File: src/design/mase_pkg.sv
`timescale 1ns / 1ps
// Shared types and constants for the matrix add/subtract/multiply engine.
// No dependencies; every other file of the block imports this package.
package mase_pkg;

    localparam int unsigned ELEM_W = 32;
    localparam int unsigned IDX_IN_W = 3;
    localparam int unsigned DIM_W = 4;
    localparam int unsigned STAT_W = 2;
    localparam int unsigned PROD_W = 64;
    localparam int unsigned RND_W = 48;

    localparam logic [ELEM_W-1:0] Q_ONE = 32'h0001_0000;

    localparam logic [STAT_W-1:0] STAT_OK = 2'd0;
    localparam logic [STAT_W-1:0] STAT_SAT = 2'd1;
    localparam logic [STAT_W-1:0] STAT_IDX = 2'd2;

    localparam logic [DIM_W-1:0] DIM_RESET = 4'd8;

    typedef enum logic [2:0] {
        CMD_WRITE_A = 3'd0,
        CMD_READ_A  = 3'd1,
        CMD_WRITE_B = 3'd2,
        CMD_ADD     = 3'd3,
        CMD_SUB     = 3'd4,
        CMD_MUL     = 3'd5,
        CMD_CLEAR   = 3'd6,
        CMD_IDENT   = 3'd7
    } mase_cmd_t;

    typedef enum logic [3:0] {
        ST_IDLE,
        ST_READ,
        ST_IDENT,
        ST_ADDSUB,
        ST_AS_DRAIN,
        ST_COPY,
        ST_SETTLE,
        ST_MAC,
        ST_MAC_DRAIN,
        ST_FIN
    } mase_state_t;

    // Marks one multiply-accumulate step entering the MAC pipeline.
    typedef struct packed {
        logic vld;
        logic first;
        logic last;
    } mac_tag_t;

endpackage

File: src/design/mase_mac.sv
`timescale 1ns / 1ps
// Multiply-accumulate pipeline: operand stage, 32x32 product register, rounding
// to Q16.16 and accumulate, then saturation of the finished sum. Uses mase_pkg.
module mase_mac #(
    parameter int unsigned IDX_W = 3
) (
    input  logic                               aclk,
    input  logic                               aresetn,
    input  mase_pkg::mac_tag_t                 tag_in,
    input  logic signed [mase_pkg::ELEM_W-1:0] op_a,
    input  logic signed [mase_pkg::ELEM_W-1:0] op_b,
    output logic                               res_valid,
    output logic [mase_pkg::ELEM_W-1:0]        res_data,
    output logic                               res_sat
);
    import mase_pkg::*;

    localparam int unsigned ACC_W = RND_W + IDX_W;

    mac_tag_t                 tag0_reg;
    mac_tag_t                 tag1_reg;
    logic signed [PROD_W-1:0] prod_reg;
    logic signed [PROD_W-1:0] prod_next;
    logic signed [PROD_W-1:0] prod_rnd;
    logic signed [RND_W-1:0]  rnd;
    logic signed [ACC_W-1:0]  acc_reg;
    logic signed [ACC_W-1:0]  acc_next;
    logic                     done_reg;
    logic                     ovf;

    assign prod_next = op_a * op_b;

    // Round half up: add half an LSB, then drop 16 fraction bits (floor).
    assign prod_rnd = prod_reg + PROD_W'(32'sd32768);
    assign rnd      = prod_rnd[PROD_W-1:16];
    assign acc_next = tag1_reg.first ? ACC_W'(rnd) : acc_reg + ACC_W'(rnd);

    always_ff @(posedge aclk) begin
        if (!aresetn) begin
            tag0_reg <= '0;
            tag1_reg <= '0;
            done_reg <= 1'b0;
        end else begin
            tag0_reg <= tag_in;
            tag1_reg <= tag0_reg;
            done_reg <= tag1_reg.vld && tag1_reg.last;
        end
    end

    always_ff @(posedge aclk) begin
        prod_reg <= prod_next;
        if (tag1_reg.vld) begin
            acc_reg <= acc_next;
        end
    end

    // Out of 32-bit range when the bits above bit 31 are not all sign copies.
    assign ovf = !((&acc_reg[ACC_W-1:ELEM_W-1]) || !(|acc_reg[ACC_W-1:ELEM_W-1]));

    assign res_valid = done_reg;
    assign res_sat   = ovf;
    assign res_data  = ovf ? (acc_reg[ACC_W-1] ? 32'h8000_0000 : 32'h7FFF_FFFF)
                           : acc_reg[ELEM_W-1:0];

endmodule

File: config.mk
export PLATFORM = sky130hd
export DESIGN_NAME = mase_mac
export DESIGN_NICKNAME = d
export VERILOG_FILES = /design/src/design/mase_pkg.sv /design/src/design/mase_mac.sv
export SDC_FILE = /design/constraint.sdc
export NUM_CORES = 2
export LEC_CHECK = 0
export BUFFER_PORTS_ARGS = -buffer_cell sky130_fd_sc_hd__buf_2
export CORE_ASPECT_RATIO = 2
export CORE_MARGIN = 5
export CORE_UTILIZATION = 55
export CTS_CLUSTER_DIAMETER = 30
export DETAILED_ROUTE_END_ITERATION = 8
export HOLD_SLACK_MARGIN = 0.08
export PLACE_DENSITY = 0.71
export SYNTH_ARGS = -nofsm -noshare
export SYNTH_HDL_FRONTEND = slang
export SYNTH_SLANG_ARGS = --single-unit
File: constraint.sdc
create_clock -name aclk -period 22.3 [get_ports aclk]
set_input_delay 4.46 -clock aclk [delete_from_list [all_inputs] [get_ports aclk]]
set_output_delay 4.46 -clock aclk [all_outputs]
set_load 0.05 [all_outputs]
# After elaboration in Yosys (flattened, before gate mapping)

Index checks and enable logic that the tools add are counted.

Register bits: 122
Output and inout bits: 34
Word-level logic and storage cells: 21

Add/sub/neg operators: 2
$mul: 1
Muxes and demuxes: 3
Reduce and logical (&&, ||, !) cells: 6

Operators by type and width:

| kind                                                              | number |
|---|---|
| 64-bit by 17-bit adder with 64-bit output (second input constant) | 1 |
| 32-bit by 32-bit multiplier with 64-bit output                    | 1 |
| 32-bit 2-to-1 mux                                                 | 2 |
| 51-bit by 48-bit adder with 51-bit output                         | 1 |
| 51-bit 2-to-1 mux                                                 | 1 |
| 20-bit AND reduction                                              | 1 |
| 20-bit OR reduction                                               | 1 |
| 1-bit logical NOT                                                 | 2 |
| 1-bit logical AND                                                 | 1 |
| 1-bit logical OR                                                  | 1 |

# Longest topological paths before layout

Depth in word-level cells: 4
Gate-level depth with buffers: 28
Gate-level depth less buffers: 27

# Worst setup path after synthesis

No wires, ideal clock.

Path type: in2reg
Start point: in op_a[31] (netlist bit)
End point: reg prod_reg[63]
Arrival time: 11.696 ns
Path slack: 10.532 ns
Stages: 27
Path buffers: 1
Cell sequence: clkbuf_1 > nand2_1 > inv_1 > fa_1 > inv_1 > fa_1 > inv_1 > fa_1 > fa_1 > inv_1 > fa_1 > inv_1 > fa_1 > inv_1 > fa_1 > inv_1 > fa_1 > ha_1 > a21o_1 > a21o_1 > a21oi_1 > nand2b_1 > a21oi_1 > o21bai_1 > or3_1 > a31oi_1 > xnor2_1

Longest elaborated chain between the ends: 1

Ends and longest elaborated chain:

| item                                           | RTL line       | source |
|---|---|---|
| start: declaration                             | mase_mac.sv:10 | `input logic signed [mase_pkg::ELEM_W-1:0] op_a,` |
| 32-bit by 32-bit multiplier with 64-bit output | mase_mac.sv:31 | `assign prod_next = op_a * op_b;` |
| net prod_next[63]                              | mase_mac.sv:23 | `logic signed [PROD_W-1:0] prod_next;` |
| end signal: assignment                         | mase_mac.sv:51 | `prod_reg <= prod_next;` |
| end: declaration                               | mase_mac.sv:22 | `logic signed [PROD_W-1:0] prod_reg;` |

The timed path passes the listed nets, and every way through them passes these cells.
A chain may end at the register's enable or synchronous reset.

# Final worst setup path

Start point: in op_b[5] (netlist bit)
End point: reg prod_reg[60]

Longest elaborated chain between the ends: 1

Ends and longest elaborated chain:

| item                                           | RTL line       | source |
|---|---|---|
| start: declaration                             | mase_mac.sv:11 | `input logic signed [mase_pkg::ELEM_W-1:0] op_b,` |
| 32-bit by 32-bit multiplier with 64-bit output | mase_mac.sv:31 |  |
| net prod_next[60]                              | mase_mac.sv:23 |  |

The timed path passes the listed nets, and every way through them passes these cells.

==> summary.md <==
| Metric | Value |
|---|---|
| Synth Area in Simple Gates | `0.1610` |
| Synth Flop Type | `dfxtp_1` |
| Crit path time final | `12520 ps` |
| Proportion of synthesized area in mux cells | `0.001555` |
| CP bufs+invs | `9` |
| Startpoint Class | `input pin` |
| Resized Gates After CTS | `0` |
| Post-synthesis cell type count | `70` |
| CTS tree | `done` |
| Pre-antenna DRT Iters | `8` |
| GRT Residual Overflow | `0` |
| Clk_skew | `14.31 ps` |
| Clk buf depth | `2` |
| First-pass GRT wire length | `196.7 mm` |
| Min-delay worst type | `flop to flop` |
| CTS Root Cell | `clkbuf_16` |
| Clock sinks | `107` |
| Synth Area in Adders | `0.5758` |
| Compound-Gate Fraction of Synth Area | `0.05834` |
| GRT Total Usage | `0.3138` |
| Nets@finish | `5882` |
| Core Box Area | `0.07693 mm²` |
| Initial antenna violation count | `9` |
| Hold Slack | `441.2 ps` |
| Slew at the pin closest to its max-slew limit | `1335 ps` |
| Async S/R FF share, synth | `0` |
| Max Cap Viol | `0` |
| Flops & latches, synth | `107` |
| Port buffer count | `102` |
| Register area share after synthesis | `0.06222` |
| Synth top area cells | `fa_1 (51%), inv_1 (9.0%), and2_1 (7.6%)` |
| Clock Pin Slew Worst Setup and Hold Paths | `80 ps` |
| Gpl congestion | `0.9395` |
| Synth warn | `0` |
| Crit path capture type | `flop` |
| Syn-to-layout area delta | `3.193%` |
| DRC | `0` |
| Max Fclk | `0.07984 GHz` |
| Post-CTS setup buffer count | `0` |
| Die Width | `206.9 µm` |
| EDFF count, synth | `51` |
| Slowest stage cell, crit path | `fa_1` |
| Die height | `403.7 µm` |
| Final Cycle Share | `0.5616` |
| Post-Syn Instances | `4599` |
| I/O pins | `103` |
| Via/cell ratio | `5.680` |
| Setup violators final | `0` |
| Largest net degree at the start of global routing | `53` |
| Initial drt markers | `1650` |
| Max incr delay on CP | `910 ps` |
| Mean Syn Cell Area | `9.270 µm²` |
| CP delay by family, top | `adder cells` |
| Worst slew margin | `0.1066` |
| Largest area contributor in the netlist | `fa_1` |
| Largest family of logic cells by synthesized area | `adder cells` |
| Status | `finished, final reports clean` |
| Site Rows | `144` |
| Final wirelength | `124.2 mm` |
| Most common cell after layout, fill and taps aside | `fa_1` |
| RSZ-0062 raised after global routing | `false` |
| Routed Antenna Nets | `0` |
| Share of layout cells above drive strength 1 | `0.03485` |
| Crit path DAT | `12780 ps` |
| Hold Buf Count CTS | `0` |
| Max FFs per register | `51` |
| Vias in the first global route | `36.01k` |
| Crit-path max FO | `32` |
| # H-tree levels | `3` |
| Dpl ws | `9447 ps` |
| Drt wl/cell | `22.44 µm` |
| WP data required | `22560 ps` |
| Inserted Clock Buffers | `9` |
| Cell area after synthesis | `0.04263 mm²` |
| Setup TNS | `0 ps` |
| Most frequent cells in the layout | `fa_1 (1082), inv_1 (1018), nand2_1 (580)` |
| Post-synth top area share | `0.5081` |
| Xor/xnor share of the synthesized area | `0.03123` |
| Worst skew pair latency | `370 ps` |
| Setup CP Type | `input pin to flop` |
| Die area | `0.08352 mm²` |
| Total number of vias | `31.43k` |
| Final hold violation count | `0` |
| HPWL after DPL | `99.26 mm` |
| Initial Utilization | `0.5542` |
| Synthesized Nets | `5981` |
| Final Max Slew Viols | `0` |
| Setup ws final | `9776 ps` |
## layer usage
layer  GRT usage  part of all wire  up-vias
met2      0.5587              0.52     1208
met5           0           0.00046        -
met1      0.2846              0.28    16186
met3     0.05869             0.057      657
met4      0.3133              0.14        8
li1            -                 -    13371
## area by class of cell
class / instances / area (µm²)
multi-input combinational: 3246 / 35310
fill: 6899 / 32940
inverter: 1019 / 3825
sequential: 107 / 2654
tap: 1022 / 1279
timing repair buffer: 117 / 623.1
clock buffer: 10 / 239.0
clock inverter: 6 / 55.05
antenna: 6 / 15.01
## path summary, 6_finish.rpt
kind | slack [ps] | from | cells after the start | to
hold / removal | 440 | tag0_reg[1] | 1 | tag1_reg[1]
setup / recovery | 9780 | op_b[5] | 26 | prod_reg[60]
hold reg to reg | 440 | tag0_reg[1] | 1 | tag1_reg[1]
setup reg to reg | 17340 | prod_reg[17] | 15 | acc_reg[47]
## Yosys cell counts, types with 32 or more instances
library cell	instances
fa_1	1082
a21o_1	68
nand4_1	32
dfxtp_1	56
xnor2_1	98
clkbuf_1	224
nand2_1	580
ha_1	231
inv_1	1018
nand3_1	32
and2_1	520
o21ai_0	103
nor2_1	122
edfxtp_1	51
xor2_1	54
a21oi_1	112
## cell families after synthesis
logic type	Yosys count
flops	107
simple gates	1382
compound gates	393
mux	6
fa+ha+maj	1313
buf+inv	1246
xor+xnor	152
## per-stage QoR
step             util  cell area, µm²  instances
2_1_floorplan       -           42630       4599
3_3_place_gp   0.5679           43690       5511
3_5_place_dp   0.5679           43690       5511
4_1_cts        0.5717           43980       5527
5_1_grt        0.5717           43980       5527
6_report       0.5719           44000       5533
Power is not shown: default switching activity piles up to over one toggle a cycle in this logic, so the estimate is an artifact.
