File: src/design/mase_pkg.sv
`timescale 1ns / 1ps
// Shared types and constants for the matrix add/subtract/multiply engine.
// No dependencies; every other file of the block imports this package.
package mase_pkg;

    localparam int unsigned ELEM_W = 32;
    localparam int unsigned IDX_IN_W = 3;
    localparam int unsigned DIM_W = 4;
    localparam int unsigned STAT_W = 2;
    localparam int unsigned PROD_W = 64;
    localparam int unsigned RND_W = 48;

    localparam logic [ELEM_W-1:0] Q_ONE = 32'h0001_0000;

    localparam logic [STAT_W-1:0] STAT_OK = 2'd0;
    localparam logic [STAT_W-1:0] STAT_SAT = 2'd1;
    localparam logic [STAT_W-1:0] STAT_IDX = 2'd2;

    localparam logic [DIM_W-1:0] DIM_RESET = 4'd8;

    typedef enum logic [2:0] {
        CMD_WRITE_A = 3'd0,
        CMD_READ_A  = 3'd1,
        CMD_WRITE_B = 3'd2,
        CMD_ADD     = 3'd3,
        CMD_SUB     = 3'd4,
        CMD_MUL     = 3'd5,
        CMD_CLEAR   = 3'd6,
        CMD_IDENT   = 3'd7
    } mase_cmd_t;

    typedef enum logic [3:0] {
        ST_IDLE,
        ST_READ,
        ST_IDENT,
        ST_ADDSUB,
        ST_AS_DRAIN,
        ST_COPY,
        ST_SETTLE,
        ST_MAC,
        ST_MAC_DRAIN,
        ST_FIN
    } mase_state_t;

    // Marks one multiply-accumulate step entering the MAC pipeline.
    typedef struct packed {
        logic vld;
        logic first;
        logic last;
    } mac_tag_t;

endpackage

File: src/design/mase_store.sv
`timescale 1ns / 1ps
// One matrix store: synchronous RAM with one write and one registered read port,
// plus a valid bit per entry so unwritten or cleared entries read as zero. Uses mase_pkg.
module mase_store #(
    parameter int unsigned ADDR_W = 6
) (
    input  logic                        aclk,
    input  logic                        aresetn,
    input  logic                        clear,
    input  logic                        we,
    input  logic [ADDR_W-1:0]           waddr,
    input  logic [mase_pkg::ELEM_W-1:0] wdata,
    input  logic [ADDR_W-1:0]           raddr,
    output logic [mase_pkg::ELEM_W-1:0] rdata
);
    import mase_pkg::*;

    localparam int unsigned DEPTH = 1 << ADDR_W;

    logic [ELEM_W-1:0] mem [DEPTH];
    logic [DEPTH-1:0]  valid_reg;
    logic [ELEM_W-1:0] rd_reg;
    logic              rd_vld_reg;

    always_ff @(posedge aclk) begin
        if (we) begin
            mem[waddr] <= wdata;
        end
        rd_reg <= mem[raddr];
    end

    always_ff @(posedge aclk) begin
        if (!aresetn) begin
            valid_reg  <= '0;
            rd_vld_reg <= 1'b0;
        end else begin
            rd_vld_reg <= valid_reg[raddr];
            if (clear) begin
                valid_reg <= '0;
            end
            if (we) begin
                valid_reg[waddr] <= 1'b1;
            end
        end
    end

    assign rdata = rd_vld_reg ? rd_reg : '0;

endmodule

File: config.mk
export PLATFORM = sky130hd
export DESIGN_NAME = mase_store
export DESIGN_NICKNAME = d
export VERILOG_FILES = /design/src/design/mase_pkg.sv /design/src/design/mase_store.sv
export SDC_FILE = /design/constraint.sdc
export NUM_CORES = 2
export LEC_CHECK = 0
export ABC_AREA = 0
export BUFFER_PORTS_ARGS = -buffer_cell sky130_fd_sc_hd__buf_2
export CAP_MARGIN = 40
export CORE_ASPECT_RATIO = 1.1
export CORE_MARGIN = 4
export CORE_UTILIZATION = 45
export CTS_CLUSTER_SIZE = 16
export DETAILED_ROUTE_END_ITERATION = 10
export PLACE_DENSITY = 0.69
export SLEW_MARGIN = 20
export SYNTH_ARGS = -nofsm -noshare
export SYNTH_HDL_FRONTEND = slang
export SYNTH_SLANG_ARGS = --single-unit
File: constraint.sdc
create_clock -name aclk -period 11.9 [get_ports aclk]
set_input_delay 1.19 -clock aclk [delete_from_list [all_inputs] [get_ports aclk]]
set_output_delay 1.19 -clock aclk [all_outputs]
set_load 0.02 [all_outputs]
---- Word-level counts from Yosys, hierarchy flattened ----
Memories as Yosys holds them, arrays and structs flattened. A register that Yosys moved wholly into a read port is not among the register bits.
Index checks and enable logic that the tools add are counted.
cells by class
  add/subtract/negate cells ............... 0
  multiply operators ...................... 0
  divide/modulo/power cells ............... 0
  magnitude comparators ................... 3
  eq/ne operators ......................... 0
  shift-type cells ........................ 0
  mux-type cells .......................... 10
  bitwise logic cells ..................... 1
  reductions and logical operators ........ 1
operators with widths
  operator                                                           number
  two-way mux 64 bit                                                 3
  bitwise OR 64 bit                                                  1
  two-way mux 32 bit                                                 1
  < comparator 6 x 7 -> 1 bit, second input constant                 2
  binary-select mux 1 bit (select 6 bit)                             1
  demux 1 bit (select 6 bit)                                         1
  greater-or-equal comparator 6 x 1 -> 1 bit, second input constant  1
  two-way mux 1 bit                                                  4
  logical AND 1 bit                                                  1
storage, ports and cells
  register bits ........................... 65
  bits in latches ......................... 0
  memory bits (writable) .................. 2048
  bits in read-only memories .............. 0
  input bits .............................. 48
  output and inout bits ................... 32
  word-level logic and storage cells ...... 18
  memories kept ........................... 1
memories
  memory  depth  bits a word  rd ports  clocked after memory_dff  write ports  RTL line          text
  mem     64     32           1         1                         1            mase_store.sv:20  logic [ELEM_W-1:0] mem [DEPTH];

---- Logic depth before layout (Yosys ltp) ----
  depth in word-level cells ............... 6
  mapped depth ............................ 10
  mapped depth without buffers ............ 5

---- Least setup slack after synthesis ----
Ideal clock, no wire load.
  path kind ............................... input port to flip-flop
  start ................................... in we
  end ..................................... mem mem[40][0] (enable)
  setup time .............................. 0.506 ns
  data arrival time ....................... 4.930 ns
  setup slack ............................. 6.464 ns
  stages on the path ...................... 3
  path buffers ............................ 1
  cells stage by stage .................... clkbuf_1 -> nand4b_1 -> nor4_1
on the way
  word-level cells in the longest chain between the ends .. 2
ends and longest elaborated chain
  what                                     RTL line          text
  from (decl)                              mase_store.sv:10  input logic we,
  two-way mux 1 bit                        mase_store.sv:26  if (we) begin
  two-way mux 1 bit (not written as such)  mase_store.sv:27  mem[waddr] <= wdata;
  to (decl)                                mase_store.sv:20
No other way between the ends.

==> impl_metrics.py <==
metrics = {
    "pwr": {
        "totalPowerFinal_uw": 15400,
        "p_sw_share_pct": 20.8,
        "p_sw_uw": 3210,
        "sequentialPowerShare_pct": 54.3,
        "ir_drop_v": 0.000124,
        "powerDensity_mw_per_mm2": 167,
        "pwr-share-clk_pct": 40.8,
        "p_leak_uw": 0.0289,
        "combPwrFrac_pct": 4.9,
        "p_int_uw": 12200,
    },
    "cts": {
        "cts_max_level": 4,
        "cts_sinks": 2145,
        "post_cts_buffers": 0,
        "hold_buffers": 0,
        "ctsRootBufferMaster": "clkbuf_16",
        "cts_buffer_depth": 3,
        "cts-resized-gates": 0,
        "clk_latency_ps": 820,
        "clk_pin_slew_worst_paths_ps": 60,
        "cts_tree": "yes",
        "cts_made_buffers": 195,
    },
    "sta": {
        "fin_crit_sh_pct": 38.1,
        "clock_skew_ps": 20.0,
        "max_freq_ghz": 0.220,
        "worst_pin_slew_ps": 1070,
        "tns_ps": 0,
        "setup_viol": 0,
        "setup_ws_ps": 7360,
        "final-max-slew-violation-count": 0,
        "rsz0062_at_grt": "false",
        "maxSlewHeadroom_pct": 28.4,
        "post-route-min-period_ps": 4540,
        "final-hold-violation-count": 0,
    },
    "setup_path": {
        "crit_slowest_cell": "a2111oi_2",
        "critPathRequiredTime_ps": 12580,
        "slowest_delay_ps": 770,
        "crit_path_start_kind": "input pin",
        "crit_fanout": 135,
        "critPathCaptureType": "flop",
        "crit_arrival_ps": 5220,
        "worstPathCellList": "buf_8 > buf_12 > buf_12 > mux4_2 > mux2i_1 > nor2_1 > a2111oi_2 > nor2_1",
        "reg2reg_depth": 5,
        "worstSetupPathType": "in2reg",
    },
    "flow_run": {
        "max_cap_viol_count": 0,
    },
    "min_path": {
        "hold_path.class": "reg2reg",
        "hold_path_depth": 2,
    },
    "synthesis": {
        "synth.distinct_cells": 42,
        "synth_edf_count": 2048,
        "synth-main-ff-cell": "edfxtp_1",
        "yosysSeqAreaShare_pct": 78.0,
        "avgSynthCellArea_sq_um": 22.0,
        "ys_ff_latch": 2145,
        "yosysWarningCount": 0,
        "synth_cells": 3702,
        "ys_async_sr_fraction_pct": 0,
        "syn_nets": 3750,
        "synth_area_sq_mm": 0.0814,
    },
    "global_route": {
        "globalRoute.totalOverflow": 0,
        "grt_use_total_pct": 22.5,
        "grt_start_max_net_pins": 136,
        "grt_pass1_vias": 40100,
        "grt_pass1_wl_um": 299000,
        "antenna_found_initial": 18,
    },
    "place": {
        "place_congestion": 0.790,
        "port_buffers": 79,
        "dp_slack_ps": 6380,
        "placedInstanceArea_sq_mm": 0.0859,
        "dp_hpwl_um": 115000,
    },
    "layout": {
        "largest_register_ffs": 2048,
        "area_delta_synth_final_pct": 13.6,
        "postLayoutCellArea_sq_mm": 0.0925,
        "layout-drive-gt1-share_pct": 27.7,
        "num-nets-final": 3959,
        "fin_util_pct": 51.5,
    },
    "drt": {
        "drtPass1Iterations": 6,
        "drc": 0,
        "first_iter_violations": 5531,
        "via_count": 40200,
        "wl_per_cell_um": 32.5,
        "viasPerCell": 6.20,
        "drt-total-wl_um": 211000,
        "drtAntennaViolNets": 0,
    },
    "die": {
        "start_util_pct": 45.3,
        "core-area_sq_mm": 0.180,
        "fp.dieH_um": 454,
        "die_w_um": 413,
        "rows": 163,
        "die_area_sq_mm": 0.188,
        "num_io_pins": 80,
    },
    "outcome": {
        "status": "finished, final reports clean",
    },
}
==> layout by cell type, fill, tap and decap left out, drive strengths merged, types with 5 or more instances in the layout <==
cell type / synthesis / final
diode: 0 / 14
and2: 34 / 34
dfxtp: 97 / 97
a22oi: 182 / 182
mux4: 486 / 486
a22o: 28 / 28
clkinvlp: 0 / 5
clkbuf: 133 / 270
mux2i: 62 / 62
a311oi: 12 / 12
nor2: 84 / 84
o21a: 64 / 64
o22ai: 33 / 33
buf: 92 / 237
a221o: 11 / 11
a21oi: 57 / 57
a2111oi: 14 / 14
bufinv: 0 / 18
inv: 4 / 12
nand4b: 5 / 5
edfxtp: 2048 / 2048
mux2: 39 / 39
a211oi: 10 / 10
nand3b: 7 / 7
nand2: 47 / 47
nand3: 6 / 6
a221oi: 6 / 6
clkinv: 0 / 67
or4: 11 / 11
o221ai: 11 / 11
nor3: 13 / 13
nor2b: 81 / 81
==> kinds of logic (layout without fill, tap and decap cells) <==
| family | count (synthesis) | count (layout) | share of synthesized area (%) |
|---|---|---|---|
| DFF | 2145 | 2145 | 78.0 |
| other | 0 | 14 | 0 |
| muxes | 587 | 587 | 14.8 |
| buffers and inverters | 229 | 609 | 1.40 |
| AOI/OAI and AO/OA | 437 | 437 | 3.93 |
| and+or+nand+nor | 304 | 304 | 1.96 |
==> worst max-delay path: cells and delay by family <==
family,cells,cell delay [ps]
AO/OA/AOI/OAI,1,770
AND/OR/NAND/NOR,2,180
multiplexers,2,780
buffers and inverters,3,1880
==> final cells by class <==
cell class | instances | area [sq um]
clock buffer | 270 | 5450
inverter | 4 | 15.0
clock inverter | 98 | 991
timing repair buffer | 237 | 2200
antenna | 14 | 35.0
fill | 13700 | 87200
multi-input combinational | 1328 | 17300
sequential | 2145 | 63400
tap | 2392 | 2990
==> routing by layer <==
metal | GRT usage [%] | vias up | part of all wire, %
li1 | - | 16100 | -
met1 | 29.7 | 21500 | 37
met2 | 37.5 | 2211 | 50
met3 | 4.30 | 400 | 9.6
met4 | 8.02 | 16 | 3.6
met5 | 0 | - | 0.047
==> through the flow <==
step	instances	hold WS (ps)
after floorplan	3702	538
after global routing	6475	595
after detailed placement	6102	561
after CTS	6470	581
final	6488	583
after global placement	6058	550
==> worst paths after layout <==
| check | endpoint | start | slack (ps) |
|---|---|---|---|
| setup / recovery | rd_reg[26] | raddr[0] | 7360 |
| hold / removal | valid_reg[39] | valid_reg[39] | 580 |
| setup reg to reg | rd_reg[21] | mem[36][21] | 9680 |
| hold reg to reg | valid_reg[39] | valid_reg[39] | 580 |
==> Yosys cell counts (7+ instances only) <==
cell type	instances	area [sq um]
o22ai_1	33	206
or4_1	11	82.6
o21a_1	64	480
o221ai_1	11	96.3
buf_6	15	169
a2111oi_0	14	123
nor3_1	13	65.1
a311oi_1	12	105
nand2_1	47	176
buf_4	26	195
mux2_2	39	439
mux4_2	486	10900
edfxtp_1	2048	61500
nor2b_1	81	507
dfxtp_1	97	1940
nand3b_1	7	52.6
nor2_1	84	315
a211oi_1	10	75.1
clkbuf_1	133	499
buf_1	9	33.8
a22oi_1	182	1370
a21oi_1	57	285
a22o_1	28	245
a221o_1	11	110
mux2i_1	62	621
and2_1	33	206
buf_2	40	200
==> power by group through the flow <==
| stage | Combinational [uW] | Sequential, uW | Clock (uW) |
|---|---|---|---|
| 3_5_place_dp | 754 | 8520 | 0 |
| 5_1_grt | 795 | 8360 | 6680 |
| 2_1_floorplan | 409 | 8500 | 0 |
| 4_1_cts | 756 | 8360 | 6360 |
| 6_report | 756 | 8360 | 6290 |
| 3_3_place_gp | 712 | 8520 | 0 |
Power figures use the tool's default switching activity.
